--- src/hdl/frkw_pkg.sv ---
`timescale 1ns / 1ps
package frkw_pkg;

	localparam int RecStartW = 48;
	localparam int QDepth = 4;
	localparam int QPtrW = 2;
	localparam int QCntW = 3;

	typedef enum logic [2:0] {
		PH_HDR_MARK,
		PH_KEYWORD,
		PH_COUNT,
		PH_TYPE,
		PH_HDR_TAIL,
		PH_DATA_MARK,
		PH_DATA_SKIP,
		PH_ERROR
	} phase_t;

	localparam logic [2:0] TY_INTE = 3'd0;
	localparam logic [2:0] TY_REAL = 3'd1;
	localparam logic [2:0] TY_DOUB = 3'd2;
	localparam logic [2:0] TY_CHAR = 3'd3;
	localparam logic [2:0] TY_LOGI = 3'd4;
	localparam logic [2:0] TY_MESS = 3'd5;
	localparam int NumTypes = 6;

	localparam logic [1:0] ST_FOUND = 2'd0;
	localparam logic [1:0] ST_END = 2'd1;
	localparam logic [1:0] ST_BAD = 2'd2;
	localparam logic [1:0] ST_TRUNC = 2'd3;

	localparam logic [31:0] TypeName [NumTypes] = '{
		32'h494E5445, 32'h5245414C, 32'h444F5542,
		32'h43484152, 32'h4C4F4749, 32'h4D455353
	};

	typedef struct packed {
		logic [7:0] data_byte;
		logic       last_byte;
	} byte_req_t;

	typedef struct packed {
		logic [63:0]          keyword;
		logic [2:0]           type_code;
		logic [30:0]          element_count;
		logic [RecStartW-1:0] record_start;
		logic [31:0]          record_index;
		logic [1:0]           status;
	} result_t;

	typedef struct packed {
		logic    first_valid;
		result_t first;
		logic    second_valid;
		result_t second;
	} push_t;

	// Element count of a data record of len bytes for the given type.
	function automatic logic [31:0] elem_count(input logic [31:0] len, input logic [2:0] ty);
		logic [31:0] q;
		case (ty)
			TY_DOUB, TY_CHAR: q = len >> 3;
			TY_LOGI: q = len;
			default: q = len >> 2;
		endcase
		return q;
	endfunction

endpackage

--- src/hdl/fortran_record_keyword_scanner_unit.sv ---
`timescale 1ns / 1ps
// Scans a Fortran unformatted sequential file delivered one byte per request on
// the byte channel (byte_valid, byte_stall, byte_data). Set last_byte on the
// final byte of the file; the scanner then returns to its reset state for the
// next file, keeping only the byte order register.
// For every keyword found, an error, a truncated file or a clean end, one
// request leaves on the result channel (result_valid, result_stall, result_data).
// A byte that finishes a record and is also the last byte gives two results.
// The front parser takes one byte per cycle while byte_stall is low; its results
// reach the result channel through a registered four-entry queue.
// byte_stall is high while the queue holds three or more results, so the file
// streams at one byte per cycle as long as the receiver drains results.
// A stalled result holds its value until it is taken.
// cfg_wr_en with cfg_wr_data writes the byte order of the integer fields:
// 0 big-endian, 1 little-endian. Write it only between files.
// Reset (arst_n low) empties the queue, clears the parser and selects
// big-endian integers.
module fortran_record_keyword_scanner_unit #(
	parameter int POS_WIDTH = 48
) (
	input  logic                clk,
	input  logic                arst_n,
	input  logic                cfg_wr_en,
	input  logic                cfg_wr_data,
	input  logic                byte_valid,
	output logic                byte_stall,
	input  frkw_pkg::byte_req_t byte_data,
	output logic                result_valid,
	input  logic                result_stall,
	output frkw_pkg::result_t   result_data
);

	frkw_pkg::push_t push;
	logic            space;

	frkw_front #(
		.POS_WIDTH(POS_WIDTH)
	) u_front (
		.clk        (clk),
		.arst_n     (arst_n),
		.cfg_wr_en  (cfg_wr_en),
		.cfg_wr_data(cfg_wr_data),
		.byte_valid (byte_valid),
		.byte_stall (byte_stall),
		.byte_data  (byte_data),
		.space      (space),
		.push       (push)
	);

	frkw_queue u_queue (
		.clk         (clk),
		.arst_n      (arst_n),
		.push        (push),
		.space       (space),
		.result_valid(result_valid),
		.result_stall(result_stall),
		.result_data (result_data)
	);

endmodule

--- src/hdl/frkw_front.sv ---
`timescale 1ns / 1ps
module frkw_front #(
	parameter int POS_WIDTH = 48
) (
	input  logic                clk,
	input  logic                arst_n,
	input  logic                cfg_wr_en,
	input  logic                cfg_wr_data,
	input  logic                byte_valid,
	output logic                byte_stall,
	input  frkw_pkg::byte_req_t byte_data,
	input  logic                space,
	output frkw_pkg::push_t     push
);

	localparam int RsW = frkw_pkg::RecStartW;

	frkw_pkg::phase_t phase_q, phase_n;
	logic                 order_q;
	logic [2:0]           fbc_q, fbc_n;
	logic [31:0]          word_q, word_n;
	logic [63:0]          kw_q, kw_n;
	logic [30:0]          hlen_q, hlen_n;
	logic [2:0]           type_q, type_n;
	logic [32:0]          skip_q, skip_n;
	logic [31:0]          seen_q, seen_n;
	logic [POS_WIDTH-1:0] pos_q, pos_n;
	logic [POS_WIDTH-1:0] start_q, start_n;
	logic [31:0]          cnt_q, cnt_n;

	logic        accept;
	logic [7:0]  b;
	logic [31:0] word_int;
	logic        int_last;
	logic        bad;
	logic        done;
	logic [32:0] sum;

	assign byte_stall = !space;
	assign accept = byte_valid && space;
	assign b = byte_data.data_byte;
	assign word_int = order_q ? {b, word_q[31:8]} : {word_q[23:0], b};
	assign int_last = (fbc_q == 3'd3);

	always_ff @(posedge clk or negedge arst_n) begin
		if (!arst_n) begin
			phase_q <= frkw_pkg::PH_HDR_MARK;
			order_q <= 1'b0;
			fbc_q <= '0;
			word_q <= '0;
			kw_q <= '0;
			hlen_q <= '0;
			type_q <= '0;
			skip_q <= '0;
			seen_q <= '0;
			pos_q <= '0;
			start_q <= '0;
			cnt_q <= '0;
		end else begin
			if (cfg_wr_en) begin
				order_q <= cfg_wr_data;
			end
			phase_q <= phase_n;
			fbc_q <= fbc_n;
			word_q <= word_n;
			kw_q <= kw_n;
			hlen_q <= hlen_n;
			type_q <= type_n;
			skip_q <= skip_n;
			seen_q <= seen_n;
			pos_q <= pos_n;
			start_q <= start_n;
			cnt_q <= cnt_n;
		end
	end

	always_comb begin
		phase_n = phase_q;
		fbc_n = fbc_q;
		word_n = word_q;
		kw_n = kw_q;
		hlen_n = hlen_q;
		type_n = type_q;
		skip_n = skip_q;
		seen_n = seen_q;
		pos_n = pos_q;
		start_n = start_q;
		cnt_n = cnt_q;
		bad = 1'b0;
		done = 1'b0;
		sum = '0;
		push = '0;
		if (accept) begin
			if (phase_q != frkw_pkg::PH_ERROR && !(&pos_q)) begin
				pos_n = pos_q + 1'b1;
			end
			case (phase_q)
				frkw_pkg::PH_HDR_MARK: begin
					if (fbc_q == 3'd0) begin
						kw_n = '0;
						hlen_n = '0;
						type_n = '0;
						seen_n = '0;
					end
					word_n = word_int;
					fbc_n = int_last ? 3'd0 : fbc_q + 3'd1;
					if (int_last) begin
						phase_n = frkw_pkg::PH_KEYWORD;
					end
				end
				frkw_pkg::PH_KEYWORD: begin
					kw_n = {kw_q[55:0], b};
					if (fbc_q == 3'd7) begin
						fbc_n = 3'd0;
						phase_n = frkw_pkg::PH_COUNT;
					end else begin
						fbc_n = fbc_q + 3'd1;
					end
				end
				frkw_pkg::PH_COUNT: begin
					word_n = word_int;
					fbc_n = int_last ? 3'd0 : fbc_q + 3'd1;
					if (int_last) begin
						if (word_int[31]) begin
							bad = 1'b1;
						end else begin
							hlen_n = word_int[30:0];
							phase_n = frkw_pkg::PH_TYPE;
						end
					end
				end
				frkw_pkg::PH_TYPE: begin
					word_n = {word_q[23:0], b};
					if (fbc_q == 3'd3) begin
						fbc_n = 3'd0;
						bad = 1'b1;
						for (int i = 0; i < frkw_pkg::NumTypes; i++) begin
							if (word_n == frkw_pkg::TypeName[i]) begin
								type_n = 3'(i);
								bad = 1'b0;
							end
						end
						if (!bad) begin
							phase_n = frkw_pkg::PH_HDR_TAIL;
						end
					end else begin
						fbc_n = fbc_q + 3'd1;
					end
				end
				frkw_pkg::PH_HDR_TAIL: begin
					word_n = word_int;
					fbc_n = int_last ? 3'd0 : fbc_q + 3'd1;
					if (int_last) begin
						if (hlen_q == '0) begin
							done = 1'b1;
						end else begin
							phase_n = frkw_pkg::PH_DATA_MARK;
						end
					end
				end
				frkw_pkg::PH_DATA_MARK: begin
					word_n = word_int;
					fbc_n = int_last ? 3'd0 : fbc_q + 3'd1;
					if (int_last) begin
						if (word_int[31]) begin
							bad = 1'b1;
						end else begin
							sum = {1'b0, seen_q} + {1'b0, frkw_pkg::elem_count(word_int, type_q)};
							seen_n = sum[32] ? 32'hFFFF_FFFF : sum[31:0];
							skip_n = {1'b0, word_int} + 33'd4;
							phase_n = frkw_pkg::PH_DATA_SKIP;
						end
					end
				end
				frkw_pkg::PH_DATA_SKIP: begin
					if (skip_q != '0) begin
						skip_n = skip_q - 33'd1;
					end
					if (skip_n == '0) begin
						if (seen_q >= {1'b0, hlen_q}) begin
							done = 1'b1;
						end else begin
							phase_n = frkw_pkg::PH_DATA_MARK;
						end
					end
				end
				default: begin
				end
			endcase

			if (bad) begin
				push.first_valid = 1'b1;
				push.first = '{keyword: kw_n, type_code: type_n, element_count: hlen_n,
					record_start: RsW'(start_q), record_index: cnt_q,
					status: frkw_pkg::ST_BAD};
				phase_n = frkw_pkg::PH_ERROR;
				fbc_n = 3'd0;
			end else if (done) begin
				push.first_valid = 1'b1;
				push.first = '{keyword: kw_n, type_code: type_n, element_count: hlen_n,
					record_start: RsW'(start_q), record_index: cnt_q,
					status: frkw_pkg::ST_FOUND};
				if (!(&cnt_q)) begin
					cnt_n = cnt_q + 32'd1;
				end
				start_n = pos_n;
				phase_n = frkw_pkg::PH_HDR_MARK;
				fbc_n = 3'd0;
			end

			if (byte_data.last_byte) begin
				if (phase_n == frkw_pkg::PH_ERROR) begin
				end else if (phase_n == frkw_pkg::PH_HDR_MARK && fbc_n == 3'd0) begin
					push.second_valid = 1'b1;
					push.second = '{keyword: '0, type_code: '0, element_count: '0,
						record_start: RsW'(start_n), record_index: cnt_n,
						status: frkw_pkg::ST_END};
				end else begin
					push.second_valid = 1'b1;
					push.second = '{keyword: kw_n, type_code: type_n, element_count: hlen_n,
						record_start: RsW'(start_n), record_index: cnt_n,
						status: frkw_pkg::ST_TRUNC};
				end
				phase_n = frkw_pkg::PH_HDR_MARK;
				fbc_n = '0;
				word_n = '0;
				kw_n = '0;
				hlen_n = '0;
				type_n = '0;
				skip_n = '0;
				seen_n = '0;
				pos_n = '0;
				start_n = '0;
				cnt_n = '0;
			end
		end
	end

endmodule

--- src/hdl/frkw_queue.sv ---
`timescale 1ns / 1ps
module frkw_queue (
	input  logic              clk,
	input  logic              arst_n,
	input  frkw_pkg::push_t   push,
	output logic              space,
	output logic              result_valid,
	input  logic              result_stall,
	output frkw_pkg::result_t result_data
);

	localparam int Depth = frkw_pkg::QDepth;
	localparam int PtrW = frkw_pkg::QPtrW;
	localparam int CntW = frkw_pkg::QCntW;

	frkw_pkg::result_t slot_q [Depth];
	logic [PtrW-1:0] wp_q;
	logic [PtrW-1:0] rp_q;
	logic [CntW-1:0] count_q;
	logic            pop;
	logic [PtrW-1:0] wp_second;

	assign space = (count_q <= CntW'(Depth - 2));
	assign result_valid = (count_q != '0);
	assign result_data = slot_q[rp_q];
	assign pop = result_valid && !result_stall;
	assign wp_second = wp_q + PtrW'(push.first_valid);

	always_ff @(posedge clk) begin
		if (push.first_valid) begin
			slot_q[wp_q] <= push.first;
		end
		if (push.second_valid) begin
			slot_q[wp_second] <= push.second;
		end
	end

	always_ff @(posedge clk or negedge arst_n) begin
		if (!arst_n) begin
			wp_q <= '0;
			rp_q <= '0;
			count_q <= '0;
		end else begin
			wp_q <= wp_q + PtrW'(push.first_valid) + PtrW'(push.second_valid);
			rp_q <= rp_q + PtrW'(pop);
			count_q <= count_q + CntW'(push.first_valid) + CntW'(push.second_valid)
				- CntW'(pop);
		end
	end

`ifndef SYNTHESIS
	a_count_bound: assert property (@(posedge clk) disable iff (!arst_n)
		count_q <= CntW'(Depth))
		else $error("result queue count exceeds its depth");

	a_push_room: assert property (@(posedge clk) disable iff (!arst_n)
		(push.first_valid || push.second_valid) |-> count_q <= CntW'(Depth - 2))
		else $error("results pushed without room for two");

	a_ptr_count: assert property (@(posedge clk) disable iff (!arst_n)
		PtrW'(wp_q - rp_q) == count_q[PtrW-1:0])
		else $error("queue pointers disagree with the count");
`endif

endmodule
--- config.mk ---
export PLATFORM = sky130hd
export DESIGN_NAME = fortran_record_keyword_scanner_unit
export DESIGN_NICKNAME = d
export VERILOG_FILES = /design/src/hdl/frkw_pkg.sv /design/src/hdl/fortran_record_keyword_scanner_unit.sv /design/src/hdl/frkw_front.sv /design/src/hdl/frkw_queue.sv
export SDC_FILE = /design/constraint.sdc
export NUM_CORES = 2
export LEC_CHECK = 0
export BUFFER_PORTS_ARGS = -buffer_cell sky130_fd_sc_hd__buf_4
export CAP_MARGIN = 30
export CORE_MARGIN = 2
export CORE_UTILIZATION = 40
export DETAILED_ROUTE_END_ITERATION = 12
export PLACE_DENSITY = 0.68
export SLEW_MARGIN = 20
export SYNTH_ARGS = -nofsm -noshare
export SYNTH_HDL_FRONTEND = slang
export SYNTH_SLANG_ARGS = --single-unit
--- constraint.sdc ---
create_clock -name clk -period 18.5 [get_ports clk]
set_input_delay 3.7 -clock clk [delete_from_list [all_inputs] [get_ports clk]]
set_output_delay 3.7 -clock clk [all_outputs]
set_load 0.005 [all_outputs]
==> run_results.csv <==
group,metric,value,unit
outcome,status,"finished clean",
detailed_routing,wirelength,163000,um
layout,diodes,0,
grt,grt_pass1_wl,250000,um
detailed_routing,first_pass_iters,6,
cts,clk_pin_slew,0.06,ns
power,p_per_area,147,nW/um^2
sta,slew_viol_final,0,
die,die-area,140000,um^2
cts,clockRootBuffer,"clkbuf_16",
grt,antenna_found_initial,6,
sta,clock_skew,0.0471,ns
synthesis,synth-xor-area-share,1.81,%
cts,cts_buffers,108,
layout,post-route-util,45.6,%
sta,fmax,105,MHz
layout,drive_above_1_share,13.8,%
placed_design,place_area,57800,um^2
grt,grt.met3_usage,3.55,%
sta,worst_pin_slew,1.04,ns
synthesis,synth_top_family_by_area,"compound AO/OA/AOI/OAI gates",
synthesis,synth-compound-area-share,15.1,%
sta,finalHoldViolCount,0,
worst_setup_path,crit_type,"input pin to flop",
min_path,hp-class,"flop to flop",
grt,grt_pass1_vias,40900,
layout,layout_common_cells,"edfxtp_1, o21ai_0, nand2_1",
detailed_routing,dr_total_vias,42300,
grt,grt_usage,22.9,%
synthesis,synth-simple-area-share,13.7,%
cts,htreeDepth,3,
sta,setup_viol,0,
worst_setup_path,end_kind,"flop",
cts,hold_buffers,0,
layout,synthToLayoutAreaGrowth,12.8,%
synthesis,syn-num-nets,5199,
cts,clock-sinks,1057,
worst_setup_path,critical_path.most_common_cell,"buf_4",
sta,timing.hold.ws,0.485,ns
detailed_routing,route.detailed.drc,0,
cts,post_cts_buffers,0,
die,initial_core_util,40.4,%
sta,post-route-period-util,51.3,%
synthesis,synth_flop_cell,"edfxtp_1",
synthesis,yosysTopAreaCellShare,39.5,%
layout,nNetsFinal,5191,
synthesis,synth_cell_types,88,
power,total_power,9.07,mW
layout,fillers,12300,
worst_setup_path,cpPeakStageDelay,0.78,ns
layout,fin_area,61800,um^2
power,ir_worst_vdd,126,uV
synthesis,synth_top_cell_by_area,"edfxtp_1",
die,io_pins,197,
sta,period_minus_slack,9.49,ns
synthesis,synth.area.top_cells,"edfxtp_1, dfrtp_1, mux4_2",
synthesis,synthMuxAreaShare,9.18,%
die,core-area,136000,um^2
worst_setup_path,critical_path_arrival,9.93,ns
worst_setup_path,crit_chain,"buf_4, nor4bb_1, nand4b_1, nor4_1, nor4_1, nand2_1, a21oi_1, o21a_1, o21ai_2, inv_2, ha_1, nor2_1, nand2_2, buf_4, clkinv_1, a21oi_4, buf_4, buf_4, nor2_1",
placed_design,gp_congestion,0.941,
detailed_routing,antenna_left,0,
placed_design,port_buffers,196,
sta,rsz0062_at_grt,"false",
placed_design,dp_hpwl,98500,um
worst_setup_path,path_max_fanout,71,
power,power.leakage,21.7,nW
cts,cts_buffer_depth,3,
layout,final_common_cell,"edfxtp_1",
synthesis,synth_seq_cells,1057,
synthesis,synth-edff-count,720,
worst_setup_path,start_kind,"input pin",
die,die_h,374,um
synthesis,ys_warn_count,0,
run,max_cap_violations,0,
worst_setup_path,crit_required,18.93,ns
die,fp-row-count,135,
grt,grtUsageMet2,36.6,%
layout,multi_input_area,23000,um^2
grt,grt_busiest_layer,"met2",
synthesis,syn_inst,5104,
synthesis,synthArstFlopShare,31.9,%
synthesis,seq_area_frac_synth,54.9,%
layout,seq_area,30100,um^2
cts,cts-resized-gates,0,
grt,met1_usage,31.6,%
synthesis,synth.avg_cell_area,10.7,um^2
cts,cts_tree,"done",
detailed_routing,avgRoutedWirePerCell,23.4,um
die,dieWidth,374,um
synthesis,netlist_area,54800,um^2
grt,overflow,0,
worst_setup_path,crit_slowest_cell,"buf_4",
grt,grt_max_degree,132,
synthesis,synth_adder_area_share,1.87,%
detailed_routing,drt_iter0_markers,5098,
cts,clock_latency,0.74,ns
sta,timing.slew.headroom,30.4,%
detailed_routing,viasPerCell,6.07,
-- through the flow --
stage	setup slack, ns	cells	TNS (ns)
floorplan	-0.193	5104	-69.45
global placement	7.95	6740	0
detailed placement	8.33	6752	0
CTS	9.08	6957	0
global route	8.60	6972	0
finish	9.01	6972	0
-- cell usage after synthesis (34+ instances only) --
master    number
nand2_1      631
edfxtp_1     720
a31oi_1      120
clkbuf_1     332
nand3_1       88
o22ai_1       38
nor2_1       578
o31ai_1       80
a22oi_1      103
inv_1         81
ha_1          77
dfrtp_1      337
xor2_1        41
a21oi_1      178
xnor2_1       72
nor3_1        91
buf_1         50
nor4_1        58
mux2i_1       77
nand4_1       34
o21ai_0      713
mux4_2       180
-- cell families after synthesis --
kind of cell             Yosys count
AND/OR/NAND/NOR                 1686
AO/OA/AOI/OAI                   1399
flip-flops                      1057
buffers and inverters            494
multiplexers                     275
XOR/XNOR                         113
adder cells (fa/ha/maj)           80
-- registers in the layout, indices dropped and copies added, names as in the netlist, 31 cells and up --
signal,flops
u_queue.slot_q,720
u_front.kw_q,64
u_front.pos_q,48
u_front.start_q,48
u_front.skip_q,33
u_front.cnt_q,32
u_front.seen_q,32
u_front.word_q,32
u_front.hlen_q,31
-- where the power goes --
group | leakage [nW] | switching, mW | total [mW] | internal (mW)
Combinational | 8.86 | 2.13 | 3.46 | 1.32
Sequential | 11.0 | 0.403 | 3.34 | 2.94
Clock | 1.79 | 0.977 | 2.27 | 1.29
-- worst paths after layout --
path                                     from  slack [ns]  depth (start not counted)                      to
setup / recovery                 byte_data[6]        9.01                         19  u_queue.slot_q[0][154]
hold / removal             u_front.word_q[24]        0.48                          2      u_front.word_q[24]
setup reg to reg           u_front.skip_q[16]        9.74                         20  u_queue.slot_q[0][154]
hold reg to reg            u_front.word_q[24]        0.48                          2      u_front.word_q[24]
max in group asynchronous              arst_n       13.56                          3      u_front.seen_q[13]
min in group asynchronous              arst_n        2.92                          1     u_front.start_q[11]
-- routing by layer --
metal	part of all wire, %	vias to the layer above
met5	0.025	-
met4	2.9	6
li1	-	19000
met3	8.1	263
met2	47	1964
met1	42	21100
-- layout make-up --
class | count | area share [%]
sequential | 1057 | 48.7
multi-input combinational | 3553 | 37.2
clock buffer | 138 | 4.73
timing repair buffer | 292 | 4.01
tap | 1781 | 3.61
clock inverter | 67 | 1.25
inverter | 84 | 0.510
-- worst max-delay path: cells and delay by family --
family | cells | cell delay [ns]
buf+inv | 6 | 2.69
simple gates | 8 | 2.00
compound gates | 4 | 1.03
fa+ha+maj | 1 | 0.43
(Power assumes the default switching activity.)
